**config.mk**
```make
export PLATFORM = sky130hd
export DESIGN_NAME = rms_image_difference_top
export DESIGN_NICKNAME = d
export VERILOG_FILES = /design/src/hdl/rid_pkg.sv /design/src/hdl/rms_image_difference_top.sv /design/src/hdl/rid_lane.sv /design/src/hdl/rid_root.sv
export SDC_FILE = /design/constraint.sdc
export NUM_CORES = 2
export LEC_CHECK = 0
export ABC_AREA = 1
export BUFFER_PORTS_ARGS = -buffer_cell sky130_fd_sc_hd__buf_4
export CORE_MARGIN = 5
export CORE_UTILIZATION = 50
export DETAILED_ROUTE_END_ITERATION = 8
export GPL_TIMING_DRIVEN = 1
export PLACE_DENSITY = 0.68
export SYNTH_ARGS = -nofsm -noshare
export SYNTH_HDL_FRONTEND = slang
export SYNTH_SLANG_ARGS = --single-unit
```
**constraint.sdc**
```tcl
create_clock -name clk -period 7.5 [get_ports clk]
set_input_delay 2.25 -clock clk [delete_from_list [all_inputs] [get_ports clk]]
set_output_delay 2.25 -clock clk [all_outputs]
set_load 0.1 [all_outputs]
```
**src/hdl/rid_pkg.sv**
```systemverilog
// Package with the shared types and constants of the RMS image difference block.
package rid_pkg;

  localparam int SAMPLE_W = 16;
  localparam int FRAC_W = 17;
  localparam int SQ_W = 34;
  localparam int RMS_W = 17;
  localparam int TOTAL_W = 25;
  localparam int MAX_PIXELS_LOG2_DEF = 24;

  // Iteration counts of the lane dividers, the mean divider and the square root.
  localparam int NORM_STEPS = 17;
  localparam int MEAN_STEPS = 33;
  localparam int ROOT_STEPS = 17;

  // Configuration register indexes.
  localparam logic CFG_MAX_A = 1'b0;
  localparam logic CFG_MAX_B = 1'b1;

  localparam logic [SAMPLE_W-1:0] MAX_RESET = 16'd255;
  localparam logic [FRAC_W-1:0] ONE_Q16 = 17'h10000;

  typedef struct packed {
    logic [SAMPLE_W-1:0] red_a;
    logic [SAMPLE_W-1:0] green_a;
    logic [SAMPLE_W-1:0] blue_a;
    logic [SAMPLE_W-1:0] red_b;
    logic [SAMPLE_W-1:0] green_b;
    logic [SAMPLE_W-1:0] blue_b;
    logic                last_pixel;
  } in_item_t;

  typedef struct packed {
    logic [RMS_W-1:0]   rms_diff;
    logic [TOTAL_W-1:0] pixel_total;
  } out_item_t;

  // Control from the sequencer to every lane.
  typedef struct packed {
    logic load;
    logic step;
    logic square;
  } lane_ctrl_t;

endpackage

```
**src/hdl/rms_image_difference_top.sv**
```systemverilog
// Top level of the RMS image difference block: sequencer, three lanes and the merge stage.
//
// Pixel pairs enter on the in channel (in_valid, in_ready, in_data) one transaction
// at a time. Each pair passes through one load step, 17 steps of the lane dividers
// that normalize the six samples, one square step and one merge of the three
// squared differences into the running sum; the per-sample division is the
// longest part. A pair with last_pixel set then starts the final unit, which runs
// 33 steps of mean division and 17 steps of square root, after which one
// result transaction (rms_diff, pixel_total) is offered on the out channel.
// The output register lets the block take the next image's pixels while the
// result waits; if a new result is ready before the receiver took the old one,
// the block holds and accepts nothing until out_ready is seen.
// Configuration writes (cfg_we, cfg_index, cfg_data) take effect at once; the user must
// make them only while the block is idle, which the block itself does not enforce.
// Synchronous reset rst clears sum, count and out_valid and sets both maxima to 255.
module rms_image_difference_top #(
  parameter int MAX_PIXELS_LOG2 = rid_pkg::MAX_PIXELS_LOG2_DEF
) (
  input  logic                          clk,
  input  logic                          rst,
  input  logic                          in_valid,
  output logic                          in_ready,
  input  rid_pkg::in_item_t             in_data,
  output logic                          out_valid,
  input  logic                          out_ready,
  output rid_pkg::out_item_t            out_data,
  input  logic                          cfg_we,
  input  logic                          cfg_index,
  input  logic [rid_pkg::SAMPLE_W-1:0]  cfg_data
);

  localparam int SUMW = MAX_PIXELS_LOG2 + 34;
  localparam int CW = MAX_PIXELS_LOG2 + 1;
  localparam int SQW = rid_pkg::SQ_W;
  localparam logic [CW-1:0] LIMIT = CW'(1) << MAX_PIXELS_LOG2;

  localparam logic [2:0] S_IDLE = 3'd0;
  localparam logic [2:0] S_DIV  = 3'd1;
  localparam logic [2:0] S_SQ   = 3'd2;
  localparam logic [2:0] S_ACC  = 3'd3;
  localparam logic [2:0] S_ROOT = 3'd4;
  localparam logic [2:0] S_OUT  = 3'd5;

  logic [2:0]                   state;
  logic [4:0]                   step_cnt;
  logic [rid_pkg::SAMPLE_W-1:0] max_a;
  logic [rid_pkg::SAMPLE_W-1:0] max_b;
  logic [SUMW-1:0]              sum;
  logic [CW-1:0]                count;
  logic                         last;
  logic [CW-1:0]                total;

  rid_pkg::lane_ctrl_t          ctrl;
  logic [SQW-1:0]               sq_r;
  logic [SQW-1:0]               sq_g;
  logic [SQW-1:0]               sq_b;
  logic                         root_start;
  logic                         root_done;
  logic [rid_pkg::RMS_W-1:0]    root;
  logic [SUMW-1:0]              sum_next;
  logic [CW-1:0]                count_next;
  logic [CW+rid_pkg::TOTAL_W-1:0] total_ext;

  assign in_ready = (state == S_IDLE);

  always_comb begin
    ctrl.load = in_valid && in_ready;
    ctrl.step = (state == S_DIV);
    ctrl.square = (state == S_SQ);
    root_start = (state == S_ACC) && last;
    if (count < LIMIT) begin
      sum_next = sum + SUMW'(sq_r) + SUMW'(sq_g) + SUMW'(sq_b);
      count_next = count + CW'(1);
    end else begin
      sum_next = sum;
      count_next = count;
    end
    total_ext = {{rid_pkg::TOTAL_W{1'b0}}, total};
  end

  // Configuration registers.
  always_ff @(posedge clk) begin
    if (rst) begin
      max_a <= rid_pkg::MAX_RESET;
      max_b <= rid_pkg::MAX_RESET;
    end else if (cfg_we) begin
      unique case (cfg_index)
        rid_pkg::CFG_MAX_A: max_a <= cfg_data;
        rid_pkg::CFG_MAX_B: max_b <= cfg_data;
        default: ;
      endcase
    end
  end

  // Lanes, one per color channel.
  rid_lane u_lane_r (
    .clk(clk), .ctrl(ctrl), .sample_a(in_data.red_a), .sample_b(in_data.red_b),
    .max_a(max_a), .max_b(max_b), .sq(sq_r)
  );
  rid_lane u_lane_g (
    .clk(clk), .ctrl(ctrl), .sample_a(in_data.green_a), .sample_b(in_data.green_b),
    .max_a(max_a), .max_b(max_b), .sq(sq_g)
  );
  rid_lane u_lane_b (
    .clk(clk), .ctrl(ctrl), .sample_a(in_data.blue_a), .sample_b(in_data.blue_b),
    .max_a(max_a), .max_b(max_b), .sq(sq_b)
  );

  rid_root #(.MAX_PIXELS_LOG2(MAX_PIXELS_LOG2)) u_root (
    .clk(clk), .rst(rst), .start(root_start), .sum(sum_next), .count(count_next),
    .done(root_done), .root(root)
  );

  // Sequencer and merge of the lane results into the running sum.
  always_ff @(posedge clk) begin
    if (rst) begin
      state <= S_IDLE;
      step_cnt <= '0;
      sum <= '0;
      count <= '0;
      last <= 1'b0;
      out_valid <= 1'b0;
    end else begin
      // The output stage sets out_valid itself while a result is being loaded.
      if (out_valid && out_ready && state != S_OUT) begin
        out_valid <= 1'b0;
      end
      unique case (state)
        S_IDLE: begin
          if (in_valid) begin
            last <= in_data.last_pixel;
            step_cnt <= '0;
            state <= S_DIV;
          end
        end
        S_DIV: begin
          if (step_cnt == 5'(rid_pkg::NORM_STEPS - 1)) begin
            state <= S_SQ;
          end else begin
            step_cnt <= step_cnt + 5'd1;
          end
        end
        S_SQ: state <= S_ACC;
        S_ACC: begin
          if (last) begin
            total <= count_next;
            sum <= '0;
            count <= '0;
            state <= S_ROOT;
          end else begin
            sum <= sum_next;
            count <= count_next;
            state <= S_IDLE;
          end
        end
        S_ROOT: begin
          if (root_done) begin
            state <= S_OUT;
          end
        end
        S_OUT: begin
          if (!out_valid || out_ready) begin
            out_valid <= 1'b1;
            out_data.rms_diff <= root;
            out_data.pixel_total <= total_ext[rid_pkg::TOTAL_W-1:0];
            state <= S_IDLE;
          end
        end
        default: state <= S_IDLE;
      endcase
    end
  end

  // The count never passes its saturation limit.
  a_count_limit: assert property (@(posedge clk) disable iff (rst) count <= LIMIT)
    else $error("pixel count above limit");

  // The final unit only reports completion while the sequencer waits for it.
  a_root_done: assert property (@(posedge clk) disable iff (rst)
    root_done |-> state == S_ROOT)
    else $error("root done outside wait state");

  // A merge of a marked pixel always hands off to the final unit next cycle.
  a_last_handoff: assert property (@(posedge clk) disable iff (rst)
    (state == S_ACC && last) |=> (state == S_ROOT && sum == '0 && count == '0))
    else $error("last pixel not handed to final unit");

  // A fresh result is only loaded once the previous one has been taken.
  a_no_overwrite: assert property (@(posedge clk) disable iff (rst)
    (out_valid && !out_ready) |=> out_valid && $stable(out_data))
    else $error("pending result overwritten");

endmodule

```
**src/hdl/rid_lane.sv**
```systemverilog
// One color channel lane: normalizes both samples and squares their difference.
module rid_lane (
  input  logic                          clk,
  input  rid_pkg::lane_ctrl_t           ctrl,
  input  logic [rid_pkg::SAMPLE_W-1:0]  sample_a,
  input  logic [rid_pkg::SAMPLE_W-1:0]  sample_b,
  input  logic [rid_pkg::SAMPLE_W-1:0]  max_a,
  input  logic [rid_pkg::SAMPLE_W-1:0]  max_b,
  output logic [rid_pkg::SQ_W-1:0]      sq
);

  localparam int SW = rid_pkg::SAMPLE_W;
  localparam int FW = rid_pkg::FRAC_W;

  logic [SW-1:0] div_a;
  logic [SW-1:0] div_b;
  logic [SW-1:0] rem_a;
  logic [SW-1:0] rem_b;
  logic [FW-1:0] q_a;
  logic [FW-1:0] q_b;
  logic          sat_a;
  logic          sat_b;

  logic [SW-1:0] m_a;
  logic [SW-1:0] m_b;
  logic [32:0]   num_a;
  logic [32:0]   num_b;
  logic [SW:0]   trial_a;
  logic [SW:0]   trial_b;
  logic          fit_a;
  logic          fit_b;
  logic [FW-1:0] n_a;
  logic [FW-1:0] n_b;
  logic [FW-1:0] diff;

  // A zero maximum is treated as one; numerator is the sample in Q16 plus half the maximum.
  always_comb begin
    m_a = (max_a == '0) ? SW'(1) : max_a;
    m_b = (max_b == '0) ? SW'(1) : max_b;
    num_a = {1'b0, sample_a, 16'b0} + 33'(m_a >> 1);
    num_b = {1'b0, sample_b, 16'b0} + 33'(m_b >> 1);
    trial_a = {rem_a, q_a[FW-1]};
    trial_b = {rem_b, q_b[FW-1]};
    fit_a = trial_a >= {1'b0, div_a};
    fit_b = trial_b >= {1'b0, div_b};
    n_a = sat_a ? rid_pkg::ONE_Q16 : q_a;
    n_b = sat_b ? rid_pkg::ONE_Q16 : q_b;
    diff = (n_a >= n_b) ? (n_a - n_b) : (n_b - n_a);
  end

  // Restoring division, one quotient bit per step; dividend bits shift out as quotient shifts in.
  always_ff @(posedge clk) begin
    if (ctrl.load) begin
      div_a <= m_a;
      div_b <= m_b;
      sat_a <= sample_a > m_a;
      sat_b <= sample_b > m_b;
      rem_a <= SW'(num_a[32:17]);
      rem_b <= SW'(num_b[32:17]);
      q_a <= num_a[16:0];
      q_b <= num_b[16:0];
    end else if (ctrl.step) begin
      rem_a <= fit_a ? SW'(trial_a - {1'b0, div_a}) : SW'(trial_a);
      rem_b <= fit_b ? SW'(trial_b - {1'b0, div_b}) : SW'(trial_b);
      q_a <= {q_a[FW-2:0], fit_a};
      q_b <= {q_b[FW-2:0], fit_b};
    end
  end

  // Squared difference, registered for the merge stage.
  always_ff @(posedge clk) begin
    if (ctrl.square) begin
      sq <= diff * diff;
    end
  end

endmodule

```
**src/hdl/rid_root.sv**
```systemverilog
// Final unit: divides the sum by three times the count, then takes the integer square root.
module rid_root #(
  parameter int MAX_PIXELS_LOG2 = rid_pkg::MAX_PIXELS_LOG2_DEF
) (
  input  logic                        clk,
  input  logic                        rst,
  input  logic                        start,
  input  logic [MAX_PIXELS_LOG2+33:0] sum,
  input  logic [MAX_PIXELS_LOG2:0]    count,
  output logic                        done,
  output logic [rid_pkg::RMS_W-1:0]   root
);

  localparam int SUMW = MAX_PIXELS_LOG2 + 34;
  localparam int DW = MAX_PIXELS_LOG2 + 2;
  localparam int MW = rid_pkg::MEAN_STEPS;
  localparam int RW = rid_pkg::RMS_W;
  localparam int REMW = RW + 2;

  localparam logic [1:0] R_IDLE = 2'd0;
  localparam logic [1:0] R_DIV  = 2'd1;
  localparam logic [1:0] R_SQRT = 2'd2;

  logic [1:0]      state;
  logic [5:0]      cnt;
  logic [DW-1:0]   divisor;
  logic [DW-1:0]   rem;
  logic [MW-1:0]   q;
  logic [MW:0]     vsh;
  logic [REMW-1:0] srem;

  logic [DW:0]     dtrial;
  logic            dfit;
  logic [REMW+1:0] strial;
  logic [REMW+1:0] sbase;
  logic            sfit;

  always_comb begin
    dtrial = {rem, q[MW-1]};
    dfit = dtrial >= {1'b0, divisor};
    strial = {srem, vsh[MW:MW-1]};
    sbase = (REMW+2)'({root, 2'b01});
    sfit = strial >= sbase;
  end

  // Sequencer over the mean division and the root, one step per cycle.
  always_ff @(posedge clk) begin
    if (rst) begin
      state <= R_IDLE;
      cnt <= '0;
      done <= 1'b0;
    end else begin
      done <= 1'b0;
      unique case (state)
        R_IDLE: begin
          if (start) begin
            state <= R_DIV;
            cnt <= '0;
          end
        end
        R_DIV: begin
          if (cnt == 6'(MW - 1)) begin
            state <= R_SQRT;
            cnt <= '0;
          end else begin
            cnt <= cnt + 6'd1;
          end
        end
        R_SQRT: begin
          if (cnt == 6'(rid_pkg::ROOT_STEPS - 1)) begin
            state <= R_IDLE;
            done <= 1'b1;
          end else begin
            cnt <= cnt + 6'd1;
          end
        end
        default: state <= R_IDLE;
      endcase
    end
  end

  // Datapath: restoring division of the sum, then two radicand bits per root step.
  always_ff @(posedge clk) begin
    if (start && state == R_IDLE) begin
      divisor <= DW'({count, 1'b0}) + DW'(count);
      rem <= DW'(sum[SUMW-1:MW]);
      q <= sum[MW-1:0];
    end else if (state == R_DIV) begin
      rem <= dfit ? DW'(dtrial - {1'b0, divisor}) : DW'(dtrial);
      q <= {q[MW-2:0], dfit};
      if (cnt == 6'(MW - 1)) begin
        vsh <= {1'b0, q[MW-2:0], dfit};
        srem <= '0;
        root <= '0;
      end
    end else if (state == R_SQRT) begin
      vsh <= {vsh[MW-2:0], 2'b00};
      srem <= sfit ? REMW'(strial - sbase) : REMW'(strial);
      root <= {root[RW-2:0], sfit};
    end
  end

endmodule
```
==> results.sh <==
export IMPL_holdCritPathClass="flip-flop to flip-flop"
export IMPL_seq_area_frac_synth_pct=26.02
export IMPL_fin_area_um2=92910
export IMPL_start_util_pct=50.37
export IMPL_max_slew_margin_pct=30.39
export IMPL_first_pass_iters=7
export IMPL_cpMaxStageDelayCell="fa_1"
export IMPL_drc=0
export IMPL_grt_max_degree=116
export IMPL_finalHoldViolations=0
export IMPL_setup_slack_ps=-248.5
export IMPL_violations="setup timing"
export IMPL_utilization_pct=62.77
export IMPL_dieArea_um2=156900
export IMPL_numCtsBuffers=83
export IMPL_grt_setup_unrepaired="true"
export IMPL_grt_usage_pct=28.76
export IMPL_hp_start="total[0]$_DFFE_PP_"
export IMPL_r2r_start="u_lane_b.sat_a$_DFFE_PP_"
export IMPL_fmax_mhz=129.1
export IMPL_cap_viol_max_count=0
export IMPL_worstMarginPinSlew_ps=1044
export IMPL_outcome="finished with violations"
export IMPL_drt_initial_drc_count=4719
export IMPL_setup_viol=12
export IMPL_synth_edf_count=556
export IMPL_antenna_found_initial=1
export IMPL_postSynthCellCount=9434
export IMPL_ios=163
export IMPL_grt_pass1_vias=65670
export IMPL_skew_ps=70.57
export IMPL_num_vias=65980
export IMPL_post_dp_cell_area_um2=83540
export IMPL_ctsHoldBuffers=0
export IMPL_dp_hpwl_um=185700
export IMPL_crit_path_end_kind="flip-flop"
export IMPL_cts_htree_levels=3
export IMPL_root_buffer="clkbuf_16"
export IMPL_cts_tree="yes"
export IMPL_yosysWarnings=0
export IMPL_path_class="flip-flop to flip-flop"
export IMPL_drt_total_wl_um=234300
export IMPL_synth_seq_cells=691
export IMPL_arrival_ps=8230
export IMPL_max_stage_delay_ps=540
export IMPL_crit_top_cell="buf_6"
export IMPL_n_antenna_cell=0
export IMPL_die_height_um=396.2
export IMPL_clk_pin_slew_worst_paths_ps=70
export IMPL_nFillCells=12580
export IMPL_final_max_slew_viol_count=0
export IMPL_syn_cell_area_um2=74560
export IMPL_dp_cells=12110
export IMPL_cp_data_required_time_ps=7980
export IMPL_cts_path_max_buffers=3
export IMPL_stdcell_count=12400
export IMPL_vias_per_cell=5.321
export IMPL_synthArstFlopShare_pct=0
export IMPL_insertion_delay_ps=750
export IMPL_whs_endpoint="out_data[0]$_DFFE_PP_"
export IMPL_syn_num_nets=10940
export IMPL_core_area_um2=148000
export IMPL_startpoint_type="flip-flop"
export IMPL_synth_ff_type="edfxtp_1"
export IMPL_cp_max_fo=7
export IMPL_post_drt_wl_per_cell_um=18.89
export IMPL_routabilityCongestion=0.9748
export IMPL_dieWidth_um=396.2
export IMPL_num_rows=141
export IMPL_grt_overflow=0
export IMPL_portBuffers=162
export IMPL_syn_area_per_cell_um2=7.903
export IMPL_area_growth_pct=24.61
export IMPL_drive_gt1_share_pct=22.36
export IMPL_r2r_end="u_lane_b.sq[25]$_DFFE_PP_"
export IMPL_fin_crit_ps=7748
export IMPL_ys_types=61
export IMPL_r2r_slack_ps=-250
export IMPL_cts_num_sinks=691
export IMPL_reg2regPathDepth=38
export IMPL_fin_crit_sh_pct=103.3
export IMPL_hold_depth=0
export IMPL_grt_first_pass_wirelength_um=358900
export IMPL_drtAntennaViolNets=0
export IMPL_nNetsFinal=11900
## stage by stage
step | setup WS, ps | hold slack (ps) | TNS [ps]
after CTS | -35.19 | 418.9 | -35.19
after detailed placement | -833.3 | 404.5 | -19490
final | -248.5 | 419.2 | -803.7
after floorplan | 42.06 | 400.3 | 0
after global placement | -790.9 | 403.4 | -14530
after global routing | -488.6 | 422.1 | -8200
## placed cells by master (no fill, tap or decap), drive strengths merged, types with 21 or more instances in the layout
master and count:
a21o 36, a21oi 572, a31oi 21, buf 1126, clkbuf 103, clkinv 46
dfxtp 135, edfxtp 556, fa 655, ha 727, inv 1863, nand2 2179
nand3 449, nand3b 51, nand4 51, nor2 805, nor3 88, nor4 24
o211ai 36, o21ai 449, o21bai 54, or2 36, xnor2 128, xor2 192
## critical path, delay by kind of cell (launching register included)
kind / cells / cell delay (ps)
AOI/OAI and AO/OA: 5 / 780
adders and majority gates: 8 / 3540
DFF: 1 / 500
xor gates and xnor gates: 2 / 350
and+or+nand+nor: 9 / 860
buffers and inverters: 14 / 1420
## flip-flops by register name, summed over array words and instances, names as in the netlist, 19 cells and up
signal and count:
u_lane_g.sq 33, total 25, u_lane_b.sq 33, sum 58, u_root.q 33, u_lane_r.sq 33, u_root.divisor 26, out_data 42
u_root.srem 19, u_root.vsh 34, u_root.rem 26, count 25
## what timing repair did
action,CTS,global route
cloned,3,4
endpoints found under the setup margin,61,64
pin swaps,74,348
buffers inserted,28,108
resized for setup,359,1046
## cell families (layout without fill, tap and decap cells)
family,Yosys count,count (layout),synth area share [%]
mux,1,1,0.01343
simple gates,3693,3693,20.47
other cells,1,1,0.005030
fa+ha+maj,1382,1382,29.79
buf+inv,2111,3148,10.88
flops,691,691,26.02
compound gates,1235,1235,9.049
xor+xnor,320,320,3.779
## synth_stat cells, types with 6 or more instances
master	number	share of area [%]
dfxtp_1	135	3.6
xor2_1	190	2.2
o221ai_1	6	0.070
a21o_1	36	0.36
xnor2_1	128	1.5
a211oi_1	7	0.070
buf_4	16	0.16
buf_6	6	0.091
clkinv_1	7	0.035
nand4_1	51	0.43
a21oi_1	571	3.8
nand2_2	21	0.18
inv_2	14	0.070
or2_2	35	0.29
clkbuf_1	159	0.80
nor3b_1	8	0.081
nand2_1	2155	11
o21bai_1	54	0.54
nor2_2	34	0.29
nor2_4	6	0.091
nand3_1	447	3.0
nor2_1	765	3.9
o21a_1	14	0.14
inv_1	1840	9.3
edfxtp_1	556	22
buf_2	59	0.40
o211ai_1	36	0.36
ha_1	727	12
nor3_1	87	0.58
o21ai_0	430	2.9
fa_1	655	18
nor4_1	24	0.20
o21ai_1	15	0.10
a31oi_1	21	0.18
a21boi_0	12	0.12
nand3b_1	51	0.51
## area by class of cell
| class | instances | area (um2) | area share, % |
|---|---|---|---|
| repair buffers | 1129 | 9156 | 9.855 |
| clock buffers | 100 | 2245 | 2.416 |
| well taps | 1930 | 2415 | 2.599 |
| repair inverters | 1 | 8.758 | 0.009427 |
| multi-input cells | 6632 | 52000 | 55.97 |
| inverters | 1863 | 7107 | 7.649 |
| clock inverters | 55 | 575.6 | 0.6195 |
| flip-flops and latches | 691 | 19400 | 20.88 |
## worst max path at each step
stage / from / endpoint / slack [ps] / cells past startpoint
after global placement: u_lane_r.sat_b$_DFFE_PP_ / u_lane_r.sq[29]$_DFFE_PP_ / -790 / 32
after CTS: u_lane_r.sat_a$_DFFE_PP_ / u_lane_r.sq[29]$_DFFE_PP_ / -40 / 36
final: u_lane_b.sat_a$_DFFE_PP_ / u_lane_b.sq[25]$_DFFE_PP_ / -250 / 38
after floorplan: u_lane_g.sat_b$_DFFE_PP_ / u_lane_g.sq[28]$_DFFE_PP_ / 40 / 33
after global routing: u_lane_b.sat_a$_DFFE_PP_ / u_lane_b.sq[25]$_DFFE_PP_ / -490 / 42
after detailed placement: u_lane_r.sat_b$_DFFE_PP_ / u_lane_r.sq[29]$_DFFE_PP_ / -830 / 32
## per-layer routing
metal  share of wire, %  vias up  global-route usage (%)
met4                4.4        2                   10.87
met5             0.0055        -                       0
li1                   -    31760                       -
met1                 42    31850                   37.95
met2                 48     1926                   48.60
met3                5.4      441                   3.569
Power is left out: the tool's default activity adds up to more than one toggle a clock period on the data nets, which glitch-free logic cannot reach.
